**src/sv/rrvc_pkg.sv**
```systemverilog
// Package for the raster run to vector command unit.
// Holds the command byte codes, register indexes, reset values and shared types.
// No dependencies.
package rrvc_pkg;

  localparam int unsigned DefaultMaxDimension = 1024;
  localparam int unsigned CfgDimW    = 11;
  localparam int unsigned CoordW     = 10;
  localparam int unsigned ModeW      = 8;
  localparam int unsigned CfgIndexW  = 3;
  localparam int unsigned CfgDataW   = 11;
  localparam int unsigned QueueDepth = 4;

  localparam logic [CfgIndexW-1:0] REG_IMAGE_WIDTH  = 3'd0;
  localparam logic [CfgIndexW-1:0] REG_IMAGE_HEIGHT = 3'd1;
  localparam logic [CfgIndexW-1:0] REG_X_OFFSET     = 3'd2;
  localparam logic [CfgIndexW-1:0] REG_Y_ORIGIN     = 3'd3;
  localparam logic [CfgIndexW-1:0] REG_DRAW_MODE    = 3'd4;

  localparam logic [CfgDimW-1:0] RST_IMAGE_WIDTH  = 11'd500;
  localparam logic [CfgDimW-1:0] RST_IMAGE_HEIGHT = 11'd500;
  localparam logic [CoordW-1:0]  RST_X_OFFSET     = 10'd262;
  localparam logic [CoordW-1:0]  RST_Y_ORIGIN     = 10'd700;
  localparam logic [ModeW-1:0]   RST_DRAW_MODE    = 8'h60;

  localparam logic [7:0] CODE_GS     = 8'h1D;
  localparam logic [7:0] CODE_ESC    = 8'h1B;
  localparam logic [7:0] CODE_US     = 8'h1F;
  localparam logic [7:0] TAG_HIGH    = 8'h20;
  localparam logic [7:0] TAG_LOW_Y   = 8'h60;
  localparam logic [7:0] TAG_LOW_X   = 8'h40;

  typedef struct packed {
    logic [CfgDimW-1:0] image_width;
    logic [CfgDimW-1:0] image_height;
    logic [CoordW-1:0]  x_offset;
    logic [CoordW-1:0]  y_origin;
    logic [ModeW-1:0]   draw_mode;
  } cfg_t;

  typedef struct packed {
    logic [ModeW-1:0]  mode;
    logic [CoordW-1:0] y;
    logic [CoordW-1:0] x_end;
    logic [CoordW-1:0] x_start;
  } line_cmd_t;

endpackage

```
**src/sv/raster_runs_to_vector_commands_unit.sv**
```systemverilog
// Raster run to vector command unit: pixels in, 12-word line commands out.
// A run's closing pixel pushes its command into the queue; words leave from an output register.
// Throughput: one pixel per cycle while the four-entry command queue has room; the output
// side sends one word per cycle while out_tready is high and a command is queued.
// Reset (synchronous, active low) clears position, run and queue state and restores
// the register reset values.
module raster_runs_to_vector_commands_unit #(
  parameter int unsigned MAX_DIMENSION = rrvc_pkg::DefaultMaxDimension
) (
  input  logic                          clk,
  input  logic                          rst_n,
  input  logic                          in_tvalid,
  output logic                          in_tready,
  input  logic [7:0]                    in_tdata,   // [7:0] pixel_byte
  output logic                          out_tvalid,
  input  logic                          out_tready,
  output logic [7:0]                    out_tdata,  // [7:0] out_byte
  output logic                          out_tuser,  // [0] end_of_command
  input  logic                          cfg_we,
  input  logic [rrvc_pkg::CfgIndexW-1:0] cfg_index,
  input  logic [rrvc_pkg::CfgDataW-1:0]  cfg_wdata
);
  import rrvc_pkg::*;

  cfg_t      cfg_r, cfg_nxt;
  line_cmd_t push_cmd, head_cmd;
  logic      cmd_push, head_pop, queue_full, queue_empty;

  always_comb begin
    cfg_nxt = cfg_r;
    if (cfg_we) begin
      unique case (cfg_index)
        REG_IMAGE_WIDTH:  cfg_nxt.image_width  = CfgDimW'(cfg_wdata);
        REG_IMAGE_HEIGHT: cfg_nxt.image_height = CfgDimW'(cfg_wdata);
        REG_X_OFFSET:     cfg_nxt.x_offset     = cfg_wdata[CoordW-1:0];
        REG_Y_ORIGIN:     cfg_nxt.y_origin     = cfg_wdata[CoordW-1:0];
        REG_DRAW_MODE:    cfg_nxt.draw_mode    = cfg_wdata[ModeW-1:0];
        default:          cfg_nxt = cfg_r;
      endcase
    end
  end

  always_ff @(posedge clk) begin
    if (!rst_n) begin
      cfg_r.image_width  <= RST_IMAGE_WIDTH;
      cfg_r.image_height <= RST_IMAGE_HEIGHT;
      cfg_r.x_offset     <= RST_X_OFFSET;
      cfg_r.y_origin     <= RST_Y_ORIGIN;
      cfg_r.draw_mode    <= RST_DRAW_MODE;
    end else begin
      cfg_r <= cfg_nxt;
    end
  end

  rrvc_front #(
    .MAX_DIMENSION(MAX_DIMENSION)
  ) u_front (
    .clk        (clk),
    .rst_n      (rst_n),
    .cfg        (cfg_r),
    .pix_valid  (in_tvalid),
    .pix_byte   (in_tdata),
    .queue_full (queue_full),
    .pix_ready  (in_tready),
    .cmd_push   (cmd_push),
    .cmd        (push_cmd)
  );

  rrvc_queue #(
    .DEPTH(QueueDepth)
  ) u_queue (
    .clk      (clk),
    .rst_n    (rst_n),
    .push     (cmd_push),
    .push_cmd (push_cmd),
    .pop      (head_pop),
    .head_cmd (head_cmd),
    .full     (queue_full),
    .empty    (queue_empty)
  );

  rrvc_back u_back (
    .clk        (clk),
    .rst_n      (rst_n),
    .head_cmd   (head_cmd),
    .head_valid (!queue_empty),
    .head_pop   (head_pop),
    .out_tvalid (out_tvalid),
    .out_tready (out_tready),
    .out_tdata  (out_tdata),
    .out_tuser  (out_tuser)
  );

endmodule

```
**src/sv/rrvc_front.sv**
```systemverilog
// Front end: tracks column and row, finds runs of dark pixels and builds line commands.
// Depends on rrvc_pkg.
module rrvc_front #(
  parameter int unsigned MAX_DIMENSION = rrvc_pkg::DefaultMaxDimension
) (
  input  logic              clk,
  input  logic              rst_n,
  input  rrvc_pkg::cfg_t    cfg,
  input  logic              pix_valid,
  input  logic [7:0]        pix_byte,
  input  logic              queue_full,
  output logic              pix_ready,
  output logic              cmd_push,
  output rrvc_pkg::line_cmd_t cmd
);
  import rrvc_pkg::*;

  localparam int unsigned PosW = $clog2(MAX_DIMENSION);
  localparam int unsigned DimW = $clog2(MAX_DIMENSION + 1);

  logic [PosW-1:0] col_r, col_nxt;
  logic [PosW-1:0] row_r, row_nxt;
  logic [PosW-1:0] start_r, start_nxt;
  logic            run_open_r, run_open_nxt;

  logic [DimW-1:0] width_eff, height_eff, col_plus, row_plus;
  logic            accept, dark, last_col, last_row, close_nd, close_last, emit;
  logic [PosW-1:0] start_sel;
  logic [CoordW-1:0] end_col;

  always_comb begin
    if (cfg.image_width == '0) begin
      width_eff = DimW'(1);
    end else if (cfg.image_width > CfgDimW'(MAX_DIMENSION)) begin
      width_eff = DimW'(MAX_DIMENSION);
    end else begin
      width_eff = DimW'(cfg.image_width);
    end
    if (cfg.image_height == '0) begin
      height_eff = DimW'(1);
    end else if (cfg.image_height > CfgDimW'(MAX_DIMENSION)) begin
      height_eff = DimW'(MAX_DIMENSION);
    end else begin
      height_eff = DimW'(cfg.image_height);
    end
  end

  assign pix_ready  = !queue_full;
  assign accept     = pix_valid && pix_ready;
  assign dark       = col_r[0] ? (pix_byte[7:4] == 4'd0) : (pix_byte == 8'd0);
  assign col_plus   = DimW'(col_r) + DimW'(1);
  assign row_plus   = DimW'(row_r) + DimW'(1);
  assign last_col   = col_plus >= width_eff;
  assign last_row   = row_plus >= height_eff;
  assign close_nd   = !dark && run_open_r;
  assign close_last = last_col && (run_open_r || dark);
  assign emit       = close_nd || close_last;
  assign start_sel  = run_open_r ? start_r : col_r;
  assign end_col    = close_nd ? (CoordW'(col_r) - CoordW'(1)) : CoordW'(col_r);

  assign cmd_push      = accept && emit;
  assign cmd.mode      = cfg.draw_mode;
  assign cmd.y         = cfg.y_origin - CoordW'(row_r);
  assign cmd.x_start   = cfg.x_offset + CoordW'(start_sel);
  assign cmd.x_end     = cfg.x_offset + end_col;

  always_comb begin
    col_nxt      = col_r;
    row_nxt      = row_r;
    start_nxt    = start_r;
    run_open_nxt = run_open_r;
    if (accept) begin
      if (dark && !run_open_r) begin
        start_nxt = col_r;
      end
      run_open_nxt = emit ? 1'b0 : (run_open_r || dark);
      if (last_col) begin
        col_nxt = '0;
        row_nxt = last_row ? '0 : PosW'(row_plus);
      end else begin
        col_nxt = PosW'(col_plus);
      end
    end
  end

  always_ff @(posedge clk) begin
    if (!rst_n) begin
      col_r      <= '0;
      row_r      <= '0;
      start_r    <= '0;
      run_open_r <= 1'b0;
    end else begin
      col_r      <= col_nxt;
      row_r      <= row_nxt;
      start_r    <= start_nxt;
      run_open_r <= run_open_nxt;
    end
  end

endmodule

```
**src/sv/rrvc_queue.sv**
```systemverilog
// Short queue of pending line commands between the front and back ends.
// Depends on rrvc_pkg.
module rrvc_queue #(
  parameter int unsigned DEPTH = rrvc_pkg::QueueDepth
) (
  input  logic                clk,
  input  logic                rst_n,
  input  logic                push,
  input  rrvc_pkg::line_cmd_t push_cmd,
  input  logic                pop,
  output rrvc_pkg::line_cmd_t head_cmd,
  output logic                full,
  output logic                empty
);
  import rrvc_pkg::*;

  localparam int unsigned PtrW = (DEPTH > 1) ? $clog2(DEPTH) : 1;
  localparam int unsigned CntW = $clog2(DEPTH + 1);

  line_cmd_t       entry_r [DEPTH];
  logic [PtrW-1:0] wr_ptr_r, wr_ptr_nxt;
  logic [PtrW-1:0] rd_ptr_r, rd_ptr_nxt;
  logic [CntW-1:0] count_r, count_nxt;
  logic            do_push, do_pop;

  assign full     = count_r == CntW'(DEPTH);
  assign empty    = count_r == '0;
  assign do_push  = push && !full;
  assign do_pop   = pop && !empty;
  assign head_cmd = entry_r[rd_ptr_r];

  always_comb begin
    wr_ptr_nxt = wr_ptr_r;
    rd_ptr_nxt = rd_ptr_r;
    count_nxt  = count_r;
    if (do_push) begin
      wr_ptr_nxt = (wr_ptr_r == PtrW'(DEPTH - 1)) ? '0 : wr_ptr_r + PtrW'(1);
    end
    if (do_pop) begin
      rd_ptr_nxt = (rd_ptr_r == PtrW'(DEPTH - 1)) ? '0 : rd_ptr_r + PtrW'(1);
    end
    case ({do_push, do_pop})
      2'b10:   count_nxt = count_r + CntW'(1);
      2'b01:   count_nxt = count_r - CntW'(1);
      default: count_nxt = count_r;
    endcase
  end

  always_ff @(posedge clk) begin
    if (do_push) begin
      entry_r[wr_ptr_r] <= push_cmd;
    end
  end

  always_ff @(posedge clk) begin
    if (!rst_n) begin
      wr_ptr_r <= '0;
      rd_ptr_r <= '0;
      count_r  <= '0;
    end else begin
      wr_ptr_r <= wr_ptr_nxt;
      rd_ptr_r <= rd_ptr_nxt;
      count_r  <= count_nxt;
    end
  end

endmodule

```
**src/sv/rrvc_back.sv**
```systemverilog
// Back end: serializes each queued line command into twelve output words.
// Depends on rrvc_pkg.
module rrvc_back (
  input  logic                clk,
  input  logic                rst_n,
  input  rrvc_pkg::line_cmd_t head_cmd,
  input  logic                head_valid,
  output logic                head_pop,
  output logic                out_tvalid,
  input  logic                out_tready,
  output logic [7:0]          out_tdata,
  output logic                out_tuser
);
  import rrvc_pkg::*;

  typedef enum logic [3:0] {
    SLOT_GS, SLOT_ESC, SLOT_MODE,
    SLOT_Y0_HI, SLOT_Y0_LO, SLOT_X0_HI, SLOT_X0_LO,
    SLOT_Y1_HI, SLOT_Y1_LO, SLOT_X1_HI, SLOT_X1_LO,
    SLOT_US
  } cmd_slot_t;

  cmd_slot_t  slot_r, slot_nxt;
  logic       valid_r, valid_nxt;
  logic [7:0] data_r, data_nxt;
  logic       last_r, last_nxt;
  logic       load;
  logic [7:0] byte_sel;

  assign load     = head_valid && (!valid_r || out_tready);
  assign head_pop = load && (slot_r == SLOT_US);

  always_comb begin
    unique case (slot_r)
      SLOT_GS:    byte_sel = CODE_GS;
      SLOT_ESC:   byte_sel = CODE_ESC;
      SLOT_MODE:  byte_sel = head_cmd.mode;
      SLOT_Y0_HI,
      SLOT_Y1_HI: byte_sel = TAG_HIGH | 8'(head_cmd.y[9:5]);
      SLOT_Y0_LO,
      SLOT_Y1_LO: byte_sel = TAG_LOW_Y | 8'(head_cmd.y[4:0]);
      SLOT_X0_HI: byte_sel = TAG_HIGH | 8'(head_cmd.x_start[9:5]);
      SLOT_X0_LO: byte_sel = TAG_LOW_X | 8'(head_cmd.x_start[4:0]);
      SLOT_X1_HI: byte_sel = TAG_HIGH | 8'(head_cmd.x_end[9:5]);
      SLOT_X1_LO: byte_sel = TAG_LOW_X | 8'(head_cmd.x_end[4:0]);
      SLOT_US:    byte_sel = CODE_US;
      default:    byte_sel = CODE_US;
    endcase
  end

  always_comb begin
    slot_nxt  = slot_r;
    valid_nxt = valid_r;
    data_nxt  = data_r;
    last_nxt  = last_r;
    if (load) begin
      valid_nxt = 1'b1;
      data_nxt  = byte_sel;
      last_nxt  = slot_r == SLOT_US;
      slot_nxt  = (slot_r == SLOT_US) ? SLOT_GS : cmd_slot_t'(slot_r + 4'd1);
    end else if (out_tready) begin
      valid_nxt = 1'b0;
    end
  end

  always_ff @(posedge clk) begin
    if (!rst_n) begin
      slot_r  <= SLOT_GS;
      valid_r <= 1'b0;
    end else begin
      slot_r  <= slot_nxt;
      valid_r <= valid_nxt;
    end
    data_r <= data_nxt;
    last_r <= last_nxt;
  end

  assign out_tvalid = valid_r;
  assign out_tdata  = data_r;
  assign out_tuser  = last_r;

endmodule

```
**config.mk**
```make
export PLATFORM = sky130hd
export DESIGN_NAME = raster_runs_to_vector_commands_unit
export DESIGN_NICKNAME = d
export VERILOG_FILES = /design/src/sv/rrvc_pkg.sv /design/src/sv/raster_runs_to_vector_commands_unit.sv /design/src/sv/rrvc_front.sv /design/src/sv/rrvc_queue.sv /design/src/sv/rrvc_back.sv
export SDC_FILE = /design/constraint.sdc
export NUM_CORES = 1
export LEC_CHECK = 0
export ABC_AREA = 1
export CORE_UTILIZATION = 57
export CTS_BUF_LIST = sky130_fd_sc_hd__clkbuf_4
export DETAILED_ROUTE_END_ITERATION = 8
export DONT_BUFFER_PORTS = 1
export PLACE_DENSITY = 0.75
export RECOVER_POWER = 25
export SETUP_SLACK_MARGIN = 0.2
export SYNTH_ARGS = -nofsm -noshare
export SYNTH_HDL_FRONTEND = slang
export SYNTH_SLANG_ARGS = --single-unit
```
**constraint.sdc**
```tcl
create_clock -name clk -period 3.9 [get_ports clk]
set_input_delay 0.39 -clock clk [delete_from_list [all_inputs] [get_ports clk]]
set_output_delay 0.39 -clock clk [all_outputs]
set_load 0.02 [all_outputs]
```
-- After elaboration in Yosys (flattened, before gate mapping)
Memory sizes are Yosys's and may differ from the RTL's. A register that Yosys moved wholly into a read port is not among the register bits.
Cells that the tools add are included.
- flip-flop bits (word level): 102
- latch bits: 0
- bits in writable memories: 152
- ROM bits: 0
- bits of input ports: 27
- output and inout bits: 11
- memories kept: 1
- add/sub/neg operators: 11
- multiply operators: 0
- div/mod/pow operators: 0
- magnitude comparators: 4
- equal/unequal tests: 20
- shifts and indexed selects: 0
- multiplexer cells: 21
- bitwise operators: 0
- reductions and logical operators: 35
- memory list (name ; depth ; width ; read ports ; clocked after memory_dff ; wr ports ; RTL line ; RTL):
    u_queue.entry_r ; 4 ; 38 ; 1 ; 1 ; 1 ; rrvc_queue.sv:20 ; line_cmd_t entry_r [DEPTH];
- operators with widths (kind ; number):
    8-bit case mux with 9 select lines ; 1
    11-bit 2-to-1 mux ; 4
    10-bit 2-to-1 mux ; 4
    10-bit by 1-bit adder with 11-bit output, second input constant ; 2
    11-bit >= comparator ; 2
    11-bit > comparator, second input constant ; 2
    11-bit zero test ; 2
    10-bit adder ; 2
    4-bit by 3-bit == test with 1-bit output, second input constant ; 4
    4-bit == test, second input constant ; 4
    2-bit AND reduction ; 7
    10-bit by 1-bit subtractor with 10-bit output, second input constant ; 1
    10-bit subtractor ; 1
    1-bit logical AND ; 9
    4-bit by 2-bit == test with 1-bit output, second input constant ; 2
    4-bit zero test ; 2
    8-bit zero test ; 1
    2-bit 2-to-1 mux ; 4
    2-bit == test, second input constant ; 3
    3-bit by 2-bit == test with 1-bit output, second input constant ; 2
    3-bit == test, second input constant ; 2
    3-bit zero test ; 2
    1-bit 2-to-1 mux ; 6
    3-bit case mux with 2 select lines ; 1
    other kinds (12) ; 21

-- Longest topological paths before layout
- word-level depth: 10
- mapped depth: 24
- depth with buffers taken out: 24

-- Modules after synthesis
From an unflattened synthesis, not the netlist that was laid out.
- cell total of the unflattened synthesis: 1500
- area, all modules: 13247.7 sq um
- by module, submodules not included (module ; times used ; cells an instance ; area each (sq um) ; seq. area each (sq um)):
    rrvc_queue ; 1 ; 439 ; 6137.1 ; 4744.6
    rrvc_front ; 1 ; 630 ; 4010.1 ; 620.6
    raster_runs_to_vector_commands_unit ; 1 ; 275 ; 1984.4 ; 1001.0
    rrvc_back ; 1 ; 156 ; 1116.1 ; 370.4

-- Worst setup path after synthesis
Ideal clock, no wire load.
- path type: reg2reg
- start point: register u_front.col_r[1]
- end point: memory u_queue.entry_r[0][0] in the netlist's numbering (enable)
- setup time: 0.434 ns
- arrival: 3.799 ns
- required time: 3.466 ns
- slack: -0.332 ns
- stages on the path, launching flop included: 17
- buffers on the path: 0
- clock period less this slack: 4.232 ns
- path through: dfxtp_1 ha_1 nand2_1 nor2_1 nand3_1 nor2_1 xor2_1 inv_1 ha_1 nand2_1 nor2_1 nand3_1 nand3_4 nand2_1 nand2_2 inv_2 nor2_1
- longest elaborated chain between the ends: 8
- ends and longest elaborated chain (what ; RTL line ; RTL):
    from (decl) ; rrvc_front.sv:21 ; logic [PosW-1:0] col_r, col_nxt;
    from (signal assigned) ; rrvc_front.sv:93 ; col_r <= col_nxt;
    10-bit by 1-bit adder with 11-bit output ; rrvc_front.sv:51 ; assign col_plus = DimW'(col_r) + DimW'(1);
    11-bit >= comparator ; rrvc_front.sv:53 ; assign last_col = col_plus >= width_eff;
    1-bit logical AND ; rrvc_front.sv:56 ; assign close_last = last_col && (run_open_r || dark);
    1-bit logical OR ; rrvc_front.sv:57 ; assign emit = close_nd || close_last;
    1-bit logical AND ; rrvc_front.sv:61 ; assign cmd_push = accept && emit;
    1-bit logical AND ; rrvc_queue.sv:28 ; assign do_push = push && !full;
    1-bit 2-to-1 mux ; rrvc_queue.sv:50 ; if (do_push) begin
    1-bit 2-to-1 mux (implied by the code) ; rrvc_queue.sv:51 ; entry_r[wr_ptr_r] <= push_cmd;
    to (decl) ; rrvc_queue.sv:20 ;
No other way between the ends.

-- Final worst setup path
- start point: register u_front.col_r[1]
- end point: register u_queue.count_r[2]
- longest elaborated chain between the ends: 8
- elaborated cells on any way between the ends: 10
- those cells by class: add/sub (1); order compare (1); eq/ne (2); mux (1); reduce/logical (5)
- ends and longest elaborated chain (what ; RTL line ; RTL):
    10-bit by 1-bit adder with 11-bit output (*) ; rrvc_front.sv:51 ;
    11-bit >= comparator (*) ; rrvc_front.sv:53 ;
    1-bit logical AND (*) ; rrvc_front.sv:56 ;
    1-bit logical OR (*) ; rrvc_front.sv:57 ;
    1-bit logical AND (*) ; rrvc_front.sv:61 ;
    1-bit logical AND (*) ; rrvc_queue.sv:28 ;
    2-bit by 1-bit == test with 1-bit output / 2-bit == test (equally long branches) ; rrvc_queue.sv:42 ; case ({do_push, do_pop})
    3-bit case mux with 2 select lines / 2-bit nonzero test (equally long branches) ; - ;
    to (signal assigned) ; rrvc_queue.sv:63 ; count_r <= count_nxt;
    to (decl) ; rrvc_queue.sv:23 ; logic [CntW-1:0] count_r, count_nxt;
Mark *: on every way between the ends. The rest lies on a longest branch, timed or not.
A chain may end at the register's enable or synchronous reset.

==> run summary <==
The run finished with clean final reports. The final route contains 9852 vias. A synthesized cell averages 9.05 sq um. For this run the aggregate overflow at the end of global routing stands at 0. Entering global routing, the biggest net connects 81 pins. The power density over the cells is 397 nW/um^2. STA puts the critical path data arrival time at 4.08 ns. The tools report the category of the worst setup path capture point as a flip-flop.

The design draws 5.52 mW. The detail-routed via count per cell is 5.56. For the worst relative slew slack, the log shows 32.3%.

For this design the static power due to leakage is 5.69 nW. Wires add up to 28500 um. The area share of the largest cell type after synthesis works out to 38.4%. By startpoint and endpoint, the worst setup path is classified as flip-flop to flip-flop. The Yosys step of the flow raised 0 warnings. The tools report the clock buffer count from CTS as 68.

The worst register-to-register path begins at u_front.col_r[1]$_SDFFE_PN0P_. Global routing used 26.0% of the available tracks. Cell at the root of the clock tree: sky130_fd_sc_hd__clkbuf_4. Max-cap violations in this run came to 0. The placed instances occupy a cell area of 12800 sq um.

For the via count of the first global-routing pass, the log shows 9208. Standard cell core area: 21800 sq um. The maximum number of buffers from clock root to sink is 3, and the final count of negative-setup-slack endpoints is 0.

Across all hold checks on the routed design, the worst slack comes to 0.0457 ns. The floorplan has 54 rows. The worst-skew pair later-pin latency came out at 0.69 ns. The die covers 22700 sq um. The synthesized instance count is 1391, and the transition time at the pin with the least slew margin is 1.02 ns. The run gives 1 as the initial antenna violation count. sky130_fd_sc_hd__nand2_1 is the most common cell in the netlist.

TritonCTS built the clock tree. At the end of routability-driven placement, the weighted congestion stood at 0.921. The number of enable flip-flop cells after synthesis came out at 161.

Setup repair after global routing left no endpoint under its margin. For this run, asynchronously set or reset flops after synthesis account for 0%. Worst hold-check path type: input pin to flip-flop.

For this run, the register share of the synthesized area comes to 53.5%. Across the VDD grid, the largest voltage drop is 0.000307 V. The dominant cell type by area after synthesis is sky130_fd_sc_hd__edfxtp_1. In this run, synthesis produced a sequential element count of 256.

The worst reg-to-reg setup slack came out at 0.39 ns. The worst hold path passes through 3 cells. CTS saw 256 sinks.

The first detailed-routing pass took 5 iterations. For this run, design rule violations remaining after detail routing come to 0. The area growth from synthesis to layout is 10.3%, and the final design instance area without fill is 13900 sq um.

For the final-report hold violation count, the log shows 0. The worst register-to-register path ends at u_queue.count_r[2]$_SDFFE_PN0P_. Sorting the synthesized cells by area gives the leading types as sky130_fd_sc_hd__edfxtp_1, sky130_fd_sc_hd__dfxtp_1, sky130_fd_sc_hd__nand2_1, sky130_fd_sc_hd__nor2_1, sky130_fd_sc_hd__ha_1. The cell area that synthesis handed to floorplanning was 12600 sq um.

For this configuration, the core starts out at a cell density of 57.9%. The achievable clock frequency is 0.285 GHz, and the share of layout cells above drive strength 1 is 10.9%. The die is 151 um tall. Data on the critical path is required at its endpoint by 4.46 ns. The HPWL after detailed placement is 18600 um. The time the worst path needs with I/O delays and setup is 3.51 ns. The source of the worst hold timing path was cfg_index[1]. The tools report the net count of the mapped netlist as 1484. The number of library cell types mapped by synthesis was 41; the count of final max-slew check failures was 0. The most used flip-flop cell after synthesis is sky130_fd_sc_hd__edfxtp_1. The final critical path takes up 90.1% of the cycle. Count of input and output buffers: 0. The clock arrives with 0.0419 ns of skew. The logs give 3 for the H-tree depth reported by CTS and 0 for the post-route antenna net violation count. The terminating pin of the worst hold path is cfg_r[32]$_SDFFE_PN1P_.

The tools report the setup fix buffers added after clock tree synthesis as 0. Startpoint kind of the worst setup timing path: a flip-flop. The logs give 0 ns for the summed negative setup slack over all endpoints and 38 for the number of primary I/O pins. The first global-routing pass estimated 45200 um of wire. Sorting the synthesized cells by how often they occur yields sky130_fd_sc_hd__nand2_1, sky130_fd_sc_hd__nor2_1, sky130_fd_sc_hd__edfxtp_1. The width of the chip was 151 um; the clock input transition at the sequential cells of the worst setup and hold paths was 0.06 ns. The depth of the worst register-to-register path was 24.

For this block, the initial DRC count from the detailed router was 809. After the last flow step, the layout net total stands at 1532. The detailed-route wire length per cell was 16.1 um. In this run the worst path has a maximum fanout of 5.
==> cells in the final DEF (no fill, tap or decap), types with 10 or more instances in the layout <==
| master | n |
|---|---|
| sky130_fd_sc_hd__a21oi_1 | 68 |
| sky130_fd_sc_hd__clkbuf_4 | 103 |
| sky130_fd_sc_hd__clkinv_1 | 10 |
| sky130_fd_sc_hd__dfxtp_1 | 91 |
| sky130_fd_sc_hd__dlygate4sd3_1 | 13 |
| sky130_fd_sc_hd__edfxtp_1 | 161 |
| sky130_fd_sc_hd__ha_1 | 62 |
| sky130_fd_sc_hd__inv_1 | 112 |
| sky130_fd_sc_hd__inv_2 | 10 |
| sky130_fd_sc_hd__nand2_1 | 256 |
| sky130_fd_sc_hd__nand3_1 | 70 |
| sky130_fd_sc_hd__nand4_1 | 12 |
| sky130_fd_sc_hd__nor2_1 | 213 |
| sky130_fd_sc_hd__nor3_1 | 10 |
| sky130_fd_sc_hd__o21ai_0 | 126 |
| sky130_fd_sc_hd__o21ai_1 | 19 |
| sky130_fd_sc_hd__o22ai_1 | 28 |
| sky130_fd_sc_hd__xor2_1 | 40 |
==> what timing repair did <==
action                     in CTS  in global routing
gates resized for setup         0                  9
hold buffers                   14                  0
hold endpoints to repair       82                  0
setup endpoints to repair       0                  2
==> flip-flops by register name, summed over array words and instances, names as in the netlist, 2 cells and up, named ones only <==
signal	count
cfg_r	50
u_queue.rd_ptr_r	2
u_front.start_r	10
u_back.out_tdata	8
u_front.col_r	10
u_front.row_r	10
u_queue.count_r	3
u_queue.entry_r	152
u_queue.wr_ptr_r	2
u_back.slot_r	4
==> metrics by stage <==
stage | cells | setup slack (ns) | utilization [%]
after detailed placement | 1635 | 0.248 | 59.0
after global placement | 1635 | 0.329 | 59.0
after CTS | 1769 | 0.253 | 63.8
after floorplan | 1391 | -0.332 | -
final | 1771 | 0.388 | 63.8
after global routing | 1771 | 0.149 | 63.8
==> how the worst max path moves through the flow <==
stage,cells past startpoint,startpoint,end
finish,24,u_front.col_r[1]$_SDFFE_PN0P_,u_queue.count_r[2]$_SDFFE_PN0P_
global route,24,u_front.col_r[1]$_SDFFE_PN0P_,u_queue.count_r[2]$_SDFFE_PN0P_
CTS,23,u_front.col_r[2]$_SDFFE_PN0P_,u_queue.count_r[2]$_SDFFE_PN0P_
detailed placement,23,u_front.col_r[2]$_SDFFE_PN0P_,u_queue.count_r[2]$_SDFFE_PN0P_
global placement,23,u_front.col_r[2]$_SDFFE_PN0P_,u_queue.count_r[2]$_SDFFE_PN0P_
floorplan,16,u_front.col_r[1]$_SDFFE_PN0P_,u_queue.entry_r[0][0]$_DFFE_PP_
==> where the power goes <==
part	internal, mW	leakage (nW)	switching [mW]
Clock	1.28	0.525	1.08
Sequential	2.90	2.19	0.0193
Combinational	0.0811	2.97	0.163
==> worst max-delay path, cell delays in order (launching register included) <==
cell                       delay [ns]
sky130_fd_sc_hd__dfxtp_1         0.34
sky130_fd_sc_hd__ha_1            0.18
sky130_fd_sc_hd__nand2_1         0.10
sky130_fd_sc_hd__nor2_2          0.15
sky130_fd_sc_hd__nand3_2         0.12
sky130_fd_sc_hd__nor2_2          0.13
sky130_fd_sc_hd__xor2_1          0.15
sky130_fd_sc_hd__inv_1           0.07
sky130_fd_sc_hd__ha_1            0.32
sky130_fd_sc_hd__nand2_1         0.07
sky130_fd_sc_hd__nand2_1         0.04
sky130_fd_sc_hd__a21oi_1         0.12
sky130_fd_sc_hd__nand2_1         0.07
sky130_fd_sc_hd__inv_2           0.07
sky130_fd_sc_hd__nand3_4         0.10
sky130_fd_sc_hd__nand2_1         0.09
sky130_fd_sc_hd__nand2_2         0.10
sky130_fd_sc_hd__clkinv_4        0.12
sky130_fd_sc_hd__ha_1            0.15
sky130_fd_sc_hd__inv_1           0.06
sky130_fd_sc_hd__fa_1            0.37
sky130_fd_sc_hd__a21oi_1         0.14
sky130_fd_sc_hd__o21ai_0         0.12
sky130_fd_sc_hd__o21ai_1         0.15
sky130_fd_sc_hd__a21oi_1         0.05
==> cell families (layout without fill, tap and decap cells) <==
logic type               Yosys count  after routing  share of synthesized area (%)
AND/OR/NAND/NOR                  590            590                           19.4
AO/OA/AOI/OAI                    257            257                           10.9
flip-flops                       256            256                           53.5
buffers and inverters            173            271                           5.92
adder cells (fa/ha/maj)           66             66                           6.80
XOR/XNOR                          49             49                           3.41
other                              0              2                              0
==> final cells by class <==
type | count | area (sq um)
clock inverters | 17 | 106
well taps | 280 | 350
multi-input cells | 962 | 5140
clock buffers | 103 | 773
fillers | 1762 | 7870
inverters | 123 | 467
repair buffers | 28 | 305
diodes | 2 | 5.00
flip-flops and latches | 256 | 6740
==> routing by layer <==
metal	GRT usage, %	part of all wire (%)
met1	33.5	43
met3	5.21	6.5
met2	42.2	47
met4	11.8	3.3
met5	0	0
Power figures use the tool's default switching activity.
